### config.mk
export PLATFORM = sky130hd
export DESIGN_NAME = masked_signature_stream_scanner
export DESIGN_NICKNAME = d
export VERILOG_FILES = /design/src/hw/rtl/mssc_pkg.sv /design/src/hw/rtl/mssc_front.sv /design/src/hw/rtl/mssc_back.sv /design/src/hw/rtl/masked_signature_stream_scanner.sv
export SDC_FILE = /design/constraint.sdc
export NUM_CORES = 2
export LEC_CHECK = 0
export BUFFER_PORTS_ARGS = -buffer_cell sky130_fd_sc_hd__buf_2
export CAP_MARGIN = 20
export CORE_MARGIN = 2
export CORE_UTILIZATION = 45
export DETAILED_ROUTE_END_ITERATION = 8
export PLACE_DENSITY = 0.57
export SYNTH_ARGS = -nofsm -noshare
export SYNTH_HDL_FRONTEND = slang
export SYNTH_HIERARCHICAL = 1
export SYNTH_SLANG_ARGS = --single-unit
### constraint.sdc
create_clock -name clk -period 32.1 [get_ports clk]
set_input_delay 3.21 -clock clk [delete_from_list [all_inputs] [get_ports clk]]
set_output_delay 3.21 -clock clk [all_outputs]
set_load 0.05 [all_outputs]
### src/hw/rtl/mssc_pkg.sv
// Shared types, constants and signature table of the signature scanner.
`timescale 1ns / 1ps
`default_nettype none
package mssc_pkg;

    localparam int NUM_SIGS       = 27;
    localparam int SIG_BYTES      = 16;
    localparam int HIST_DEPTH     = SIG_BYTES - 1;
    localparam int MAX_REPORTED   = 16;
    localparam int POS_W          = 17;
    localparam int IDX_W          = 5;
    localparam int CNT_W          = 5;
    localparam int TOT_W          = 8;
    localparam int CAT_W          = 4;
    localparam int OFF_W          = 16;
    localparam int SCORE_W        = 4;
    localparam int CFG_IDX_W      = 8;
    localparam int CFG_DATA_W     = 4;
    localparam int IN_DATA_W      = 24;
    localparam int OUT_DATA_W     = 48;

    localparam logic [15:0] WIN_ADDR_LO = 16'hC000;
    localparam logic [15:0] WIN_ADDR_HI = 16'hCFFF;

    localparam logic [CFG_IDX_W-1:0] REG_FILTER_ENABLE   = 8'd0;
    localparam logic [CFG_IDX_W-1:0] REG_FILTER_CATEGORY = 8'd1;

    localparam logic [CAT_W-1:0] SIG_CAT [NUM_SIGS] = '{
        4'd1, 4'd1, 4'd1, 4'd1, 4'd1, 4'd1, 4'd3, 4'd3, 4'd3, 4'd3, 4'd3, 4'd3, 4'd2, 4'd2,
        4'd2, 4'd2, 4'd2, 4'd2, 4'd4, 4'd4, 4'd4, 4'd6, 4'd6, 4'd6, 4'd6, 4'd8, 4'd8};

    localparam logic [SCORE_W-1:0] SIG_WEIGHT [NUM_SIGS] = '{
        4'd10, 4'd8, 4'd8, 4'd8, 4'd7, 4'd7, 4'd15, 4'd15, 4'd15, 4'd15, 4'd14, 4'd14,
        4'd10, 4'd8, 4'd10, 4'd9, 4'd8, 4'd8, 4'd12, 4'd12, 4'd10, 4'd10, 4'd10, 4'd10,
        4'd10, 4'd5, 4'd5};

    localparam int SIG_LEN [NUM_SIGS] = '{
        4, 4, 4, 5, 6, 8, 16, 16, 14, 8, 13, 8, 9, 5, 12, 6, 9, 9, 5, 8, 3, 8, 7, 8, 9, 5, 5};

    // byte j of each row is the j-th byte of the signature, zero padded
    localparam logic [7:0] SIG_PAT [NUM_SIGS][SIG_BYTES] = '{
        '{8'h78,8'hA2,8'h00,8'hBD,8'h00,8'h00,8'h00,8'h00,
          8'h00,8'h00,8'h00,8'h00,8'h00,8'h00,8'h00,8'h00},
        '{8'h4E,8'h4F,8'h56,8'h41,8'h00,8'h00,8'h00,8'h00,
          8'h00,8'h00,8'h00,8'h00,8'h00,8'h00,8'h00,8'h00},
        '{8'h50,8'h41,8'h56,8'h4C,8'h00,8'h00,8'h00,8'h00,
          8'h00,8'h00,8'h00,8'h00,8'h00,8'h00,8'h00,8'h00},
        '{8'h43,8'h59,8'h42,8'h45,8'h52,8'h00,8'h00,8'h00,
          8'h00,8'h00,8'h00,8'h00,8'h00,8'h00,8'h00,8'h00},
        '{8'h42,8'h55,8'h52,8'h4E,8'h45,8'h52,8'h00,8'h00,
          8'h00,8'h00,8'h00,8'h00,8'h00,8'h00,8'h00,8'h00},
        '{8'h46,8'h52,8'h45,8'h45,8'h4C,8'h4F,8'h41,8'h44,
          8'h00,8'h00,8'h00,8'h00,8'h00,8'h00,8'h00,8'h00},
        '{8'h54,8'h55,8'h52,8'h42,8'h4F,8'h20,8'h4E,8'h49,
          8'h42,8'h42,8'h4C,8'h45,8'h52,8'h20,8'h56,8'h31},
        '{8'h54,8'h55,8'h52,8'h42,8'h4F,8'h20,8'h4E,8'h49,
          8'h42,8'h42,8'h4C,8'h45,8'h52,8'h20,8'h56,8'h32},
        '{8'h52,8'h42,8'h4F,8'h20,8'h4E,8'h49,8'h42,8'h42,
          8'h4C,8'h45,8'h52,8'h20,8'h56,8'h34,8'h00,8'h00},
        '{8'h42,8'h55,8'h52,8'h53,8'h54,8'h4E,8'h49,8'h42,
          8'h00,8'h00,8'h00,8'h00,8'h00,8'h00,8'h00,8'h00},
        '{8'h53,8'h55,8'h50,8'h45,8'h52,8'h20,8'h4E,8'h49,
          8'h42,8'h42,8'h4C,8'h45,8'h52,8'h00,8'h00,8'h00},
        '{8'h4D,8'h41,8'h56,8'h45,8'h52,8'h49,8'h43,8'h4B,
          8'h00,8'h00,8'h00,8'h00,8'h00,8'h00,8'h00,8'h00},
        '{8'h54,8'h55,8'h52,8'h42,8'h4F,8'h43,8'h4F,8'h50,
          8'h59,8'h00,8'h00,8'h00,8'h00,8'h00,8'h00,8'h00},
        '{8'h46,8'h43,8'h4F,8'h50,8'h59,8'h00,8'h00,8'h00,
          8'h00,8'h00,8'h00,8'h00,8'h00,8'h00,8'h00,8'h00},
        '{8'h46,8'h41,8'h53,8'h54,8'h20,8'h48,8'h41,8'h43,
          8'h4B,8'h27,8'h45,8'h4D,8'h00,8'h00,8'h00,8'h00},
        '{8'h32,8'h31,8'h20,8'h53,8'h45,8'h43,8'h00,8'h00,
          8'h00,8'h00,8'h00,8'h00,8'h00,8'h00,8'h00,8'h00},
        '{8'h44,8'h55,8'h41,8'h4C,8'h20,8'h43,8'h4F,8'h50,
          8'h59,8'h00,8'h00,8'h00,8'h00,8'h00,8'h00,8'h00},
        '{8'h53,8'h50,8'h45,8'h45,8'h44,8'h43,8'h4F,8'h50,
          8'h59,8'h00,8'h00,8'h00,8'h00,8'h00,8'h00,8'h00},
        '{8'h56,8'h2D,8'h4D,8'h41,8'h58,8'h00,8'h00,8'h00,
          8'h00,8'h00,8'h00,8'h00,8'h00,8'h00,8'h00,8'h00},
        '{8'h52,8'h41,8'h50,8'h49,8'h44,8'h4C,8'h4F,8'h4B,
          8'h00,8'h00,8'h00,8'h00,8'h00,8'h00,8'h00,8'h00},
        '{8'h4D,8'h2D,8'h57,8'h00,8'h00,8'h00,8'h00,8'h00,
          8'h00,8'h00,8'h00,8'h00,8'h00,8'h00,8'h00,8'h00},
        '{8'h4A,8'h49,8'h46,8'h46,8'h59,8'h44,8'h4F,8'h53,
          8'h00,8'h00,8'h00,8'h00,8'h00,8'h00,8'h00,8'h00},
        '{8'h44,8'h4F,8'h4C,8'h50,8'h48,8'h49,8'h4E,8'h00,
          8'h00,8'h00,8'h00,8'h00,8'h00,8'h00,8'h00,8'h00},
        '{8'h53,8'h50,8'h45,8'h45,8'h44,8'h44,8'h4F,8'h53,
          8'h00,8'h00,8'h00,8'h00,8'h00,8'h00,8'h00,8'h00},
        '{8'h50,8'h52,8'h4F,8'h46,8'h49,8'h2D,8'h44,8'h4F,
          8'h53,8'h00,8'h00,8'h00,8'h00,8'h00,8'h00,8'h00},
        '{8'hA9,8'h00,8'h8D,8'h00,8'h18,8'h00,8'h00,8'h00,
          8'h00,8'h00,8'h00,8'h00,8'h00,8'h00,8'h00,8'h00},
        '{8'hAD,8'h00,8'hDD,8'h29,8'h40,8'h00,8'h00,8'h00,
          8'h00,8'h00,8'h00,8'h00,8'h00,8'h00,8'h00,8'h00}};

    // one finished file handed from the scanner to the reporter
    typedef struct packed {
        logic                               valid;
        logic [NUM_SIGS-1:0]                mask;
        logic [NUM_SIGS-1:0][OFF_W-1:0]     offsets;
        logic                               overflow;
    } job_t;

    typedef struct packed {
        logic                   enable;
        logic [CAT_W-1:0]       category;
    } filter_t;

endpackage
`default_nettype wire

### src/hw/rtl/mssc_front.sv
// Byte scanner: history window, parallel signature compare, per-file hit state.
`timescale 1ns / 1ps
`default_nettype none
module mssc_front (
    input  wire logic                        clk,
    input  wire logic                        rst_n,
    input  wire logic                        in_valid,
    output logic                             in_ready,
    input  wire logic [7:0]                  data_byte,
    input  wire logic                        last_byte,
    input  wire logic [15:0]                 file_addr,
    input  wire mssc_pkg::filter_t           filter,
    input  wire logic                        job_full,
    output mssc_pkg::job_t                   push
);
    import mssc_pkg::*;

    logic [7:0]                     recent_reg [HIST_DEPTH];
    logic [7:0]                     recent_next [HIST_DEPTH];
    logic [NUM_SIGS-1:0]            found_reg, found_next, hit;
    logic [NUM_SIGS-1:0][OFF_W-1:0] off_reg, off_next;
    logic [POS_W-1:0]               pos_reg, pos_next;
    logic                           ovf_reg, ovf_next, ovf_upd;
    logic [7:0]                     win [SIG_BYTES];
    logic [NUM_SIGS-1:0]            found_upd, eligible;
    logic                           accept, scan, eq, win_ok;

    // a closing byte waits while the previous file is still being reported
    assign in_ready = !(last_byte && job_full);
    assign accept   = in_valid && in_ready;
    assign scan     = !pos_reg[POS_W-1];
    assign win_ok   = (file_addr >= WIN_ADDR_LO) && (file_addr <= WIN_ADDR_HI);

    always_comb
    begin
        win[0] = data_byte;
        for (int k = 0; k < HIST_DEPTH; k++)
        begin
            win[k+1] = recent_reg[k];
        end
    end

    always_comb
    begin
        for (int i = 0; i < NUM_SIGS; i++)
        begin
            eq = (pos_reg >= POS_W'(SIG_LEN[i] - 1));
            for (int j = 0; j < SIG_BYTES; j++)
            begin
                if (j < SIG_LEN[i])
                begin
                    eq = eq && (win[SIG_LEN[i] - 1 - j] == SIG_PAT[i][j]);
                end
            end
            hit[i] = eq && scan;
        end
    end

    always_comb
    begin
        found_upd = found_reg | hit;
        ovf_upd   = ovf_reg | !scan;
        off_next  = off_reg;
        for (int i = 0; i < NUM_SIGS; i++)
        begin
            if (hit[i] && !found_reg[i])
            begin
                off_next[i] = OFF_W'(pos_reg + POS_W'(1) - POS_W'(SIG_LEN[i]));
            end
            eligible[i] = found_upd[i] && (!filter.enable || SIG_CAT[i] == filter.category);
        end
        eligible[0] = eligible[0] && win_ok;

        recent_next = recent_reg;
        found_next  = found_reg;
        pos_next    = pos_reg;
        ovf_next    = ovf_reg;
        if (accept)
        begin
            if (scan)
            begin
                recent_next[0] = data_byte;
                for (int k = 1; k < HIST_DEPTH; k++)
                begin
                    recent_next[k] = recent_reg[k-1];
                end
                pos_next = pos_reg + POS_W'(1);
            end
            found_next = found_upd;
            ovf_next   = ovf_upd;
            if (last_byte)
            begin
                for (int k = 0; k < HIST_DEPTH; k++)
                begin
                    recent_next[k] = 8'h00;
                end
                found_next = '0;
                pos_next   = '0;
                ovf_next   = 1'b0;
            end
        end

        push.valid    = accept && last_byte;
        push.mask     = eligible;
        push.offsets  = off_next;
        push.overflow = ovf_upd;
    end

    always_ff @(posedge clk or negedge rst_n)
    begin
        if (!rst_n)
        begin
            for (int k = 0; k < HIST_DEPTH; k++)
            begin
                recent_reg[k] <= 8'h00;
            end
            found_reg <= '0;
            pos_reg   <= '0;
            ovf_reg   <= 1'b0;
        end
        else
        begin
            recent_reg <= recent_next;
            found_reg  <= found_next;
            pos_reg    <= pos_next;
            ovf_reg    <= ovf_next;
        end
    end

    always_ff @(posedge clk)
    begin
        if (accept)
        begin
            off_reg <= off_next;
        end
    end

endmodule
`default_nettype wire

### src/hw/rtl/mssc_back.sv
// Reporter: holds one finished file and emits its match items and summary.
`timescale 1ns / 1ps
`default_nettype none
module mssc_back (
    input  wire logic                           clk,
    input  wire logic                           rst_n,
    input  wire mssc_pkg::job_t                 push,
    input  wire mssc_pkg::filter_t              filter,
    output logic                                job_full,
    output logic                                out_valid,
    input  wire logic                           out_ready,
    output logic                                out_summary,
    output logic                                out_last,
    output logic [mssc_pkg::OUT_DATA_W-1:0]     out_data
);
    import mssc_pkg::*;

    logic                           job_valid_reg, job_valid_next;
    logic [NUM_SIGS-1:0]            mask_reg, mask_next;
    logic [NUM_SIGS-1:0][OFF_W-1:0] offs_reg;
    logic                           jovf_reg;
    logic [CNT_W-1:0]               cnt_reg, cnt_next;
    logic [TOT_W-1:0]               tot_reg, tot_next;
    logic [SCORE_W-1:0]             best_reg, best_next;
    logic [CAT_W-1:0]               prim_reg, prim_next;
    logic                           ov_reg, ov_next, os_reg, os_next, ol_reg, ol_next;
    logic [OUT_DATA_W-1:0]          od_reg, od_next;
    logic [IDX_W-1:0]               idx;
    logic                           step, emit_match;

    assign job_full    = job_valid_reg;
    assign out_valid   = ov_reg;
    assign out_summary = os_reg;
    assign out_last    = ol_reg;
    assign out_data    = od_reg;

    // lowest pending signature goes first
    always_comb
    begin
        idx = '0;
        for (int i = NUM_SIGS - 1; i >= 0; i--)
        begin
            if (mask_reg[i])
            begin
                idx = IDX_W'(i);
            end
        end
    end

    assign step       = job_valid_reg && (!ov_reg || out_ready);
    assign emit_match = (mask_reg != '0) && (cnt_reg < CNT_W'(MAX_REPORTED));

    always_comb
    begin
        job_valid_next = job_valid_reg;
        mask_next      = mask_reg;
        cnt_next       = cnt_reg;
        tot_next       = tot_reg;
        best_next      = best_reg;
        prim_next      = prim_reg;
        ov_next        = ov_reg && !out_ready;
        os_next        = os_reg;
        ol_next        = ol_reg;
        od_next        = od_reg;
        if (step)
        begin
            ov_next = 1'b1;
            od_next = '0;
            if (emit_match)
            begin
                mask_next[idx] = 1'b0;
                cnt_next       = cnt_reg + CNT_W'(1);
                tot_next       = tot_reg + TOT_W'(SIG_WEIGHT[idx]);
                if (cnt_reg == '0 || SIG_WEIGHT[idx] > best_reg)
                begin
                    best_next = SIG_WEIGHT[idx];
                    prim_next = SIG_CAT[idx];
                end
                os_next        = 1'b0;
                ol_next        = 1'b0;
                od_next[4:0]   = idx;
                od_next[8:5]   = SIG_CAT[idx];
                od_next[24:9]  = offs_reg[idx];
                od_next[28:25] = SIG_WEIGHT[idx];
            end
            else
            begin
                os_next        = 1'b1;
                ol_next        = 1'b1;
                od_next[33:29] = cnt_reg;
                od_next[41:34] = tot_reg;
                od_next[45:42] = filter.enable ? filter.category : prim_reg;
                od_next[46]    = jovf_reg;
                job_valid_next = 1'b0;
                cnt_next       = '0;
                tot_next       = '0;
                best_next      = '0;
                prim_next      = '0;
            end
        end
        if (push.valid)
        begin
            job_valid_next = 1'b1;
            mask_next      = push.mask;
        end
    end

    always_ff @(posedge clk or negedge rst_n)
    begin
        if (!rst_n)
        begin
            job_valid_reg <= 1'b0;
            mask_reg      <= '0;
            cnt_reg       <= '0;
            tot_reg       <= '0;
            best_reg      <= '0;
            prim_reg      <= '0;
            ov_reg        <= 1'b0;
        end
        else
        begin
            job_valid_reg <= job_valid_next;
            mask_reg      <= mask_next;
            cnt_reg       <= cnt_next;
            tot_reg       <= tot_next;
            best_reg      <= best_next;
            prim_reg      <= prim_next;
            ov_reg        <= ov_next;
        end
    end

    always_ff @(posedge clk)
    begin
        os_reg <= os_next;
        ol_reg <= ol_next;
        od_reg <= od_next;
        if (push.valid)
        begin
            offs_reg <= push.offsets;
            jovf_reg <= push.overflow;
        end
    end

endmodule
`default_nettype wire

### src/hw/rtl/masked_signature_stream_scanner.sv
// Top level of the signature scanner: config registers, scanner and reporter.
//
//  channel   direction  handshake               payload
//  s_axis    in         s_tvalid / s_tready     tdata: data_byte, file_addr; tlast: last_byte
//  m_axis    out        m_tvalid / m_tready     tdata: result fields; tuser: is_summary;
//                                               tlast: end_of_run
//  cfg       in         cfg_valid / cfg_ready   cfg_index, cfg_data
//
// One byte per cycle; all 27 compares run in parallel on the byte window.
// Each file is sent one item per cycle while m_tready is high: up to 16 matches plus summary.
// A closing byte stalls only while the previous file is still being reported.
// rst_n clears the window, hit flags, counters and filter registers.
`timescale 1ns / 1ps
`default_nettype none
module masked_signature_stream_scanner (
    input  wire logic                               clk,
    input  wire logic                               rst_n,
    input  wire logic                               s_tvalid,
    output logic                                    s_tready,
    input  wire logic [mssc_pkg::IN_DATA_W-1:0]     s_tdata,  // data_byte, file_addr
    input  wire logic                               s_tlast,
    output logic                                    m_tvalid,
    input  wire logic                               m_tready,
    // sig_index, category, first_ofs, score, hit_count, score_sum,
    // top_cat, length_overflow, zero pad
    output logic [mssc_pkg::OUT_DATA_W-1:0]         m_tdata,
    output logic                                    m_tuser,  // is_summary
    output logic                                    m_tlast,
    input  wire logic                               cfg_valid,
    output logic                                    cfg_ready,
    input  wire logic [mssc_pkg::CFG_IDX_W-1:0]     cfg_index,
    input  wire logic [mssc_pkg::CFG_DATA_W-1:0]    cfg_data
);
    import mssc_pkg::*;

    filter_t  filter_reg;
    job_t     push;
    logic     job_full;

    assign cfg_ready = 1'b1;

    always_ff @(posedge clk or negedge rst_n)
    begin
        if (!rst_n)
        begin
            filter_reg <= '0;
        end
        else if (cfg_valid)
        begin
            if (cfg_index == REG_FILTER_ENABLE)
            begin
                filter_reg.enable <= cfg_data[0];
            end
            else if (cfg_index == REG_FILTER_CATEGORY)
            begin
                filter_reg.category <= cfg_data;
            end
        end
    end

    mssc_front u_front (
        .clk       (clk),
        .rst_n     (rst_n),
        .in_valid  (s_tvalid),
        .in_ready  (s_tready),
        .data_byte (s_tdata[7:0]),
        .last_byte (s_tlast),
        .file_addr (s_tdata[23:8]),
        .filter    (filter_reg),
        .job_full  (job_full),
        .push      (push)
    );

    mssc_back u_back (
        .clk         (clk),
        .rst_n       (rst_n),
        .push        (push),
        .filter      (filter_reg),
        .job_full    (job_full),
        .out_valid   (m_tvalid),
        .out_ready   (m_tready),
        .out_summary (m_tuser),
        .out_last    (m_tlast),
        .out_data    (m_tdata)
    );

endmodule
`default_nettype wire
Word level (Yosys, flattened, before mapping)
Memories as Yosys holds them, arrays and structs flattened.
Cells that the tools add are included.

operators by class
  order comparisons = 18
  bitwise operators = 6
  add/sub/neg operators = 14
  mux-type cells = 83
  reduce and logical (&&, ||, !) cells = 342
  equality and inequality tests = 132

operator list
  operator                 count
  $eq A8 B7 Y1 const B     101
  $mux W16                 28
  $logic_and A1 B1 Y1      289
  $mux W120                2
  $mux W5                  28
  $eq A8 B6 Y1 const B     14
  $mux W27                 4
  $ge A17 B4 Y1 const B    5
  $bmux W16 S5             1
  $sub A16 B4 Y16 const B  5
  $ge A17 B3 Y1 const B    4
  $sub A16 B3 Y16 const B  4
  $eq A8 B8 Y1 const B     6
  $mux W4                  9
  $ge A17 B2 Y1 const B    2
  $mux W17                 2
  $logic_not A1 Y1         32
  $and A27 B27 Y27         1
  $not A27 Y27             1
  $or A27 B27 Y27          1
  $reduce_bool A27 Y1      1
  $logic_not A8 Y1         3
  $add A17 B1 Y17 const B  1
  $ge A16 B16 Y1 const B   1
  28 further kinds         50

storage, ports and cells
  register bits = 1,133
  input bits = 42
  logic and storage cells = 683
  ROM bits = 256
  memories kept = 2
  output and inout port bits = 53

memories
  name              words  bits a word  rd ports  clocked after memory_dff  wr ports  line             source
  (name not given)  32     4            1         0                         0         mssc_back.sv:73  tot_next = tot_reg + TOT_W'(SIG_WEIGHT[idx]);
  (name not given)  32     4            1         0                         0         mssc_back.sv:77  prim_next = SIG_CAT[idx];

Depth between registers and ports, before layout
  word-level depth = 36
  depth in mapped cells = 19
  mapped depth without buffers = 17

Cells and area by module
Netlist, hierarchy kept.

modules (own cells, without submodules)
  module                           sequential area each (um2)  times used  area an instance (um2)  cells an instance
  mssc_front                       17,101.4                    1           29,432.0                2,458
  mssc_back                        15,695.1                    1           21,368.0                1,490
  masked_signature_stream_scanner  125.1                       1           249.0                   17

Worst setup path before layout
OpenSTA, ideal clock, no wires.

  kind = input port to flip-flop
  from = in s_tlast
  to = reg u_back.mask_reg[21]
  slack = 15,111 ps
  setup time = 135 ps
  arrival = 16,854 ps
  buffers on the path = 3
  data required time = 31,965 ps
  cell stages on the path = 9
  path through = nand2_1 > nand2_1 > clkinv_1 > nand2_1 > inv_2 > buf_1 > buf_1 > clkbuf_1 > o21ai_0

RTL lines
  element                 line                                   source
  start: declaration      masked_signature_stream_scanner.sv:21  input wire logic s_tlast,
  end signal: assignment  mssc_back.sv:123                       mask_reg <= mask_next;
  end: declaration        mssc_back.sv:19                        logic [NUM_SIGS-1:0] mask_reg, mask_next;

==> qor.yml <==
outcome:
  status: "completed"
clock_tree:
  cts-root-buf: "clkbuf_16"
  clock_sinks: 1133
  cts_buffers: 116
  clk_pin_slew_worst_paths_ps: 60
  cts_resized: 0
  post-cts-setup-buffers: 0
  htreeDepth: 3
  cts_max_path_buffers: 3
  clk_latency_ps: 730
  cts_tree: "yes"
  ctsHoldBuffers: 0
route:
  wl_per_cell_um: 29.0
  wl_um: 162000
  dr.pass1.iters: 9
  drtAntennaViolNets: 0
  vias: 34500
  vias_per_cell: 6.16
  drt-initial-drc-count: 4339
  drt_drc_violations_left: 0
grt:
  grt_usage_pct: 27.6
  antenna_found_initial: 5
  grt_pass1_wl_um: 235000
  grt_max_degree: 139
  grt_pass1_vias: 32900
  overflow: 0
floorplanning:
  placeableCoreArea_mm2: 0.112
  die_x_um: 341
  start_util_pct: 45.4
  io_pins: 95
  core.rowCount: 123
  fp.dieH_um: 341
  dieArea_mm2: 0.116
synth:
  ys_types: 99
  netlist_area_mm2: 0.0510
  synthTopCellsByArea: "edfxtp_1 54%, dfrtp_1 11%, mux2_2 5.4%"
  synth_area_per_cell_um2: 12.9
  synth_seq_cells: 1133
  synth_ff_type: "edfxtp_1"
  post-synth-top-area-cell: "edfxtp_1"
  ys_warn_count: 6
  synth_nets: 4040
  synth_seq_area_share_pct: 64.5
  synth_top_area_share_pct: 53.7
  synth_edf_count: 913
  async_flop_share_pct: 19.4
  netlist_instances: 3965
cells_and_area:
  mostFrequentLayoutCell: "edfxtp_1"
  fillerInstances: 9777
  final_cell_mix: "913 x edfxtp_1, 516 x nand2_1, 266 x o21ai_0"
  drive_gt1_share_pct: 16.5
  multiInputGateArea_mm2: 0.0170
  seq_area_mm2: 0.0329
  fin_nets: 4088
  area_delta_synth_final_pct: 11.9
  fin_cells: 5609
setup_path:
  critPathKind: "primary input to flip-flop"
  critPathArrivalTime_ps: 7720
  end_kind: "flip-flop"
  cp_max_fo: 134
  crit_required_ps: 32440
  worstSetupStartpointType: "primary input"
power_and_ir_drop:
  p_per_area_mw_per_mm2: 72.1
  leakagePower_nw: 20.8
  peakVddDrop_mv: 0.0518
timing:
  finalSetupViolCount: 0
  relSlewSlack_pct: 19.4
  final.min_clock_period_ps: 7380
  hold_violations: 0
  grt_setup_unrepaired: "no"
  worst_slew_pin_slew_ps: 1200
  setup_tns_ps: 0
  fin_crit_sh_pct: 23.0
  finalMaxSlewViolations: 0
  fmax_ghz: 0.135
  fin_worst_skew_ps: 55.8
placement:
  dp_cells: 5390
  io_buffer_count: 80
  dp_hpwl_um: 104000
  routabilityCongestion: 0.944
min_path:
  hold_class: "flip-flop to flip-flop"
job:
  maxCapViolations: 0
## worst max-delay path, stage by stage
cell and delay [ps]:
buf_2 150, nand2_1 90, nand2_1 180, inv_8 510, nand2_1 300, inv_8 630, buf_4 670, buf_4 880
buf_4 820
## logic make-up after synthesis
| logic type | Yosys count | share of synthesized area [%] |
|---|---|---|
| other | 2 | 0.0147 |
| xor gates and xnor gates | 158 | 2.73 |
| and+or+nand+nor | 1224 | 12.1 |
| adders and majority gates | 34 | 0.843 |
| buffers and inverters | 323 | 2.71 |
| AOI/OAI and AO/OA | 758 | 9.94 |
| muxes | 333 | 7.20 |
| DFF | 1133 | 64.5 |
## per-stage QoR
step / power (W) / hold WS, ps / instance area (um^2) / setup WS (ps) / utilization, %
after floorplan: 0.00250 / 464 / 51000 / 15110 / -
after global placement: 0.00273 / 488 / 53200 / 24010 / 47.3
after detailed placement: 0.00274 / 493 / 53200 / 23960 / 47.3
after CTS: 0.00412 / 505 / 57100 / 24730 / 50.7
after global routing: 0.00426 / 523 / 57100 / 24460 / 50.8
final: 0.00412 / 502 / 57100 / 24720 / 50.8
## synth_stat cells (8+ instances only)
cell,instances
a211oi_1,9
clkbuf_1,161
edfxtp_1,913
or4_1,24
o21a_1,26
nor3_1,82
a21oi_1,122
a221oi_1,9
dfrtp_1,220
buf_4,9
nand4_1,54
nor2b_1,35
inv_1,72
a22o_1,124
or3_1,22
buf_6,10
buf_1,12
a22oi_1,8
nand2_1,516
xnor2_1,108
nor3b_1,9
o21ai_0,266
o2bb2ai_1,8
a222oi_1,36
a31oi_1,21
nor4bb_1,15
mux2i_1,79
xor2_1,49
o21ai_1,12
mux2_2,245
buf_2,51
o31ai_1,10
nor4_1,52
nor4b_1,27
o22ai_1,25
a211o_1,8
nand4b_1,15
and4_1,12
and3_1,30
nand2b_1,33
ha_1,32
nor2_1,150
nand3_1,85
and2_1,21
## cell type report
type	instances	share of cell area, %
multi-input cells	2509	29.7
well taps	1500	3.28
inverters	80	0.552
clock inverters	53	1.15
clock buffers	158	5.63
diodes	3	0.0131
repair buffers	173	2.03
flip-flops and latches	1133	57.6
## power by group
part	switching, W	leakage [nW]	total, W	internal (W)
registers	0.0000851	11.6	0.00191	0.00183
logic	0.000599	7.25	0.000819	0.000220
clock network	0.000576	1.88	0.00139	0.000811
## final timing paths
path                                                 to  slack, ps  cells past startpoint                    from
max in group asynchronous              u_back/out_valid      28150                      2                   rst_n
worst max register to register     u_back/offs_reg[350]      26750                     13      u_front/pos_reg[1]
min in group asynchronous       u_front/recent_reg[103]       2550                      1                   rst_n
worst max-delay path                u_back/offs_reg[59]      24720                      9                 s_tlast
worst min register to register    u_front/recent_reg[4]        500                      1  u_front/recent_reg[12]
worst min-delay path              u_front/recent_reg[4]        500                      1  u_front/recent_reg[12]
## layer usage
metal  GRT usage [%]  up-vias  routed length, um
met2            41.7     1453              72500
met3            4.49      245              13100
met5               0        -                 13
met1            41.1    17800              72300
met4            7.80        2               4470
li1                -    15100                  -
Power figures use the tool's default switching activity.
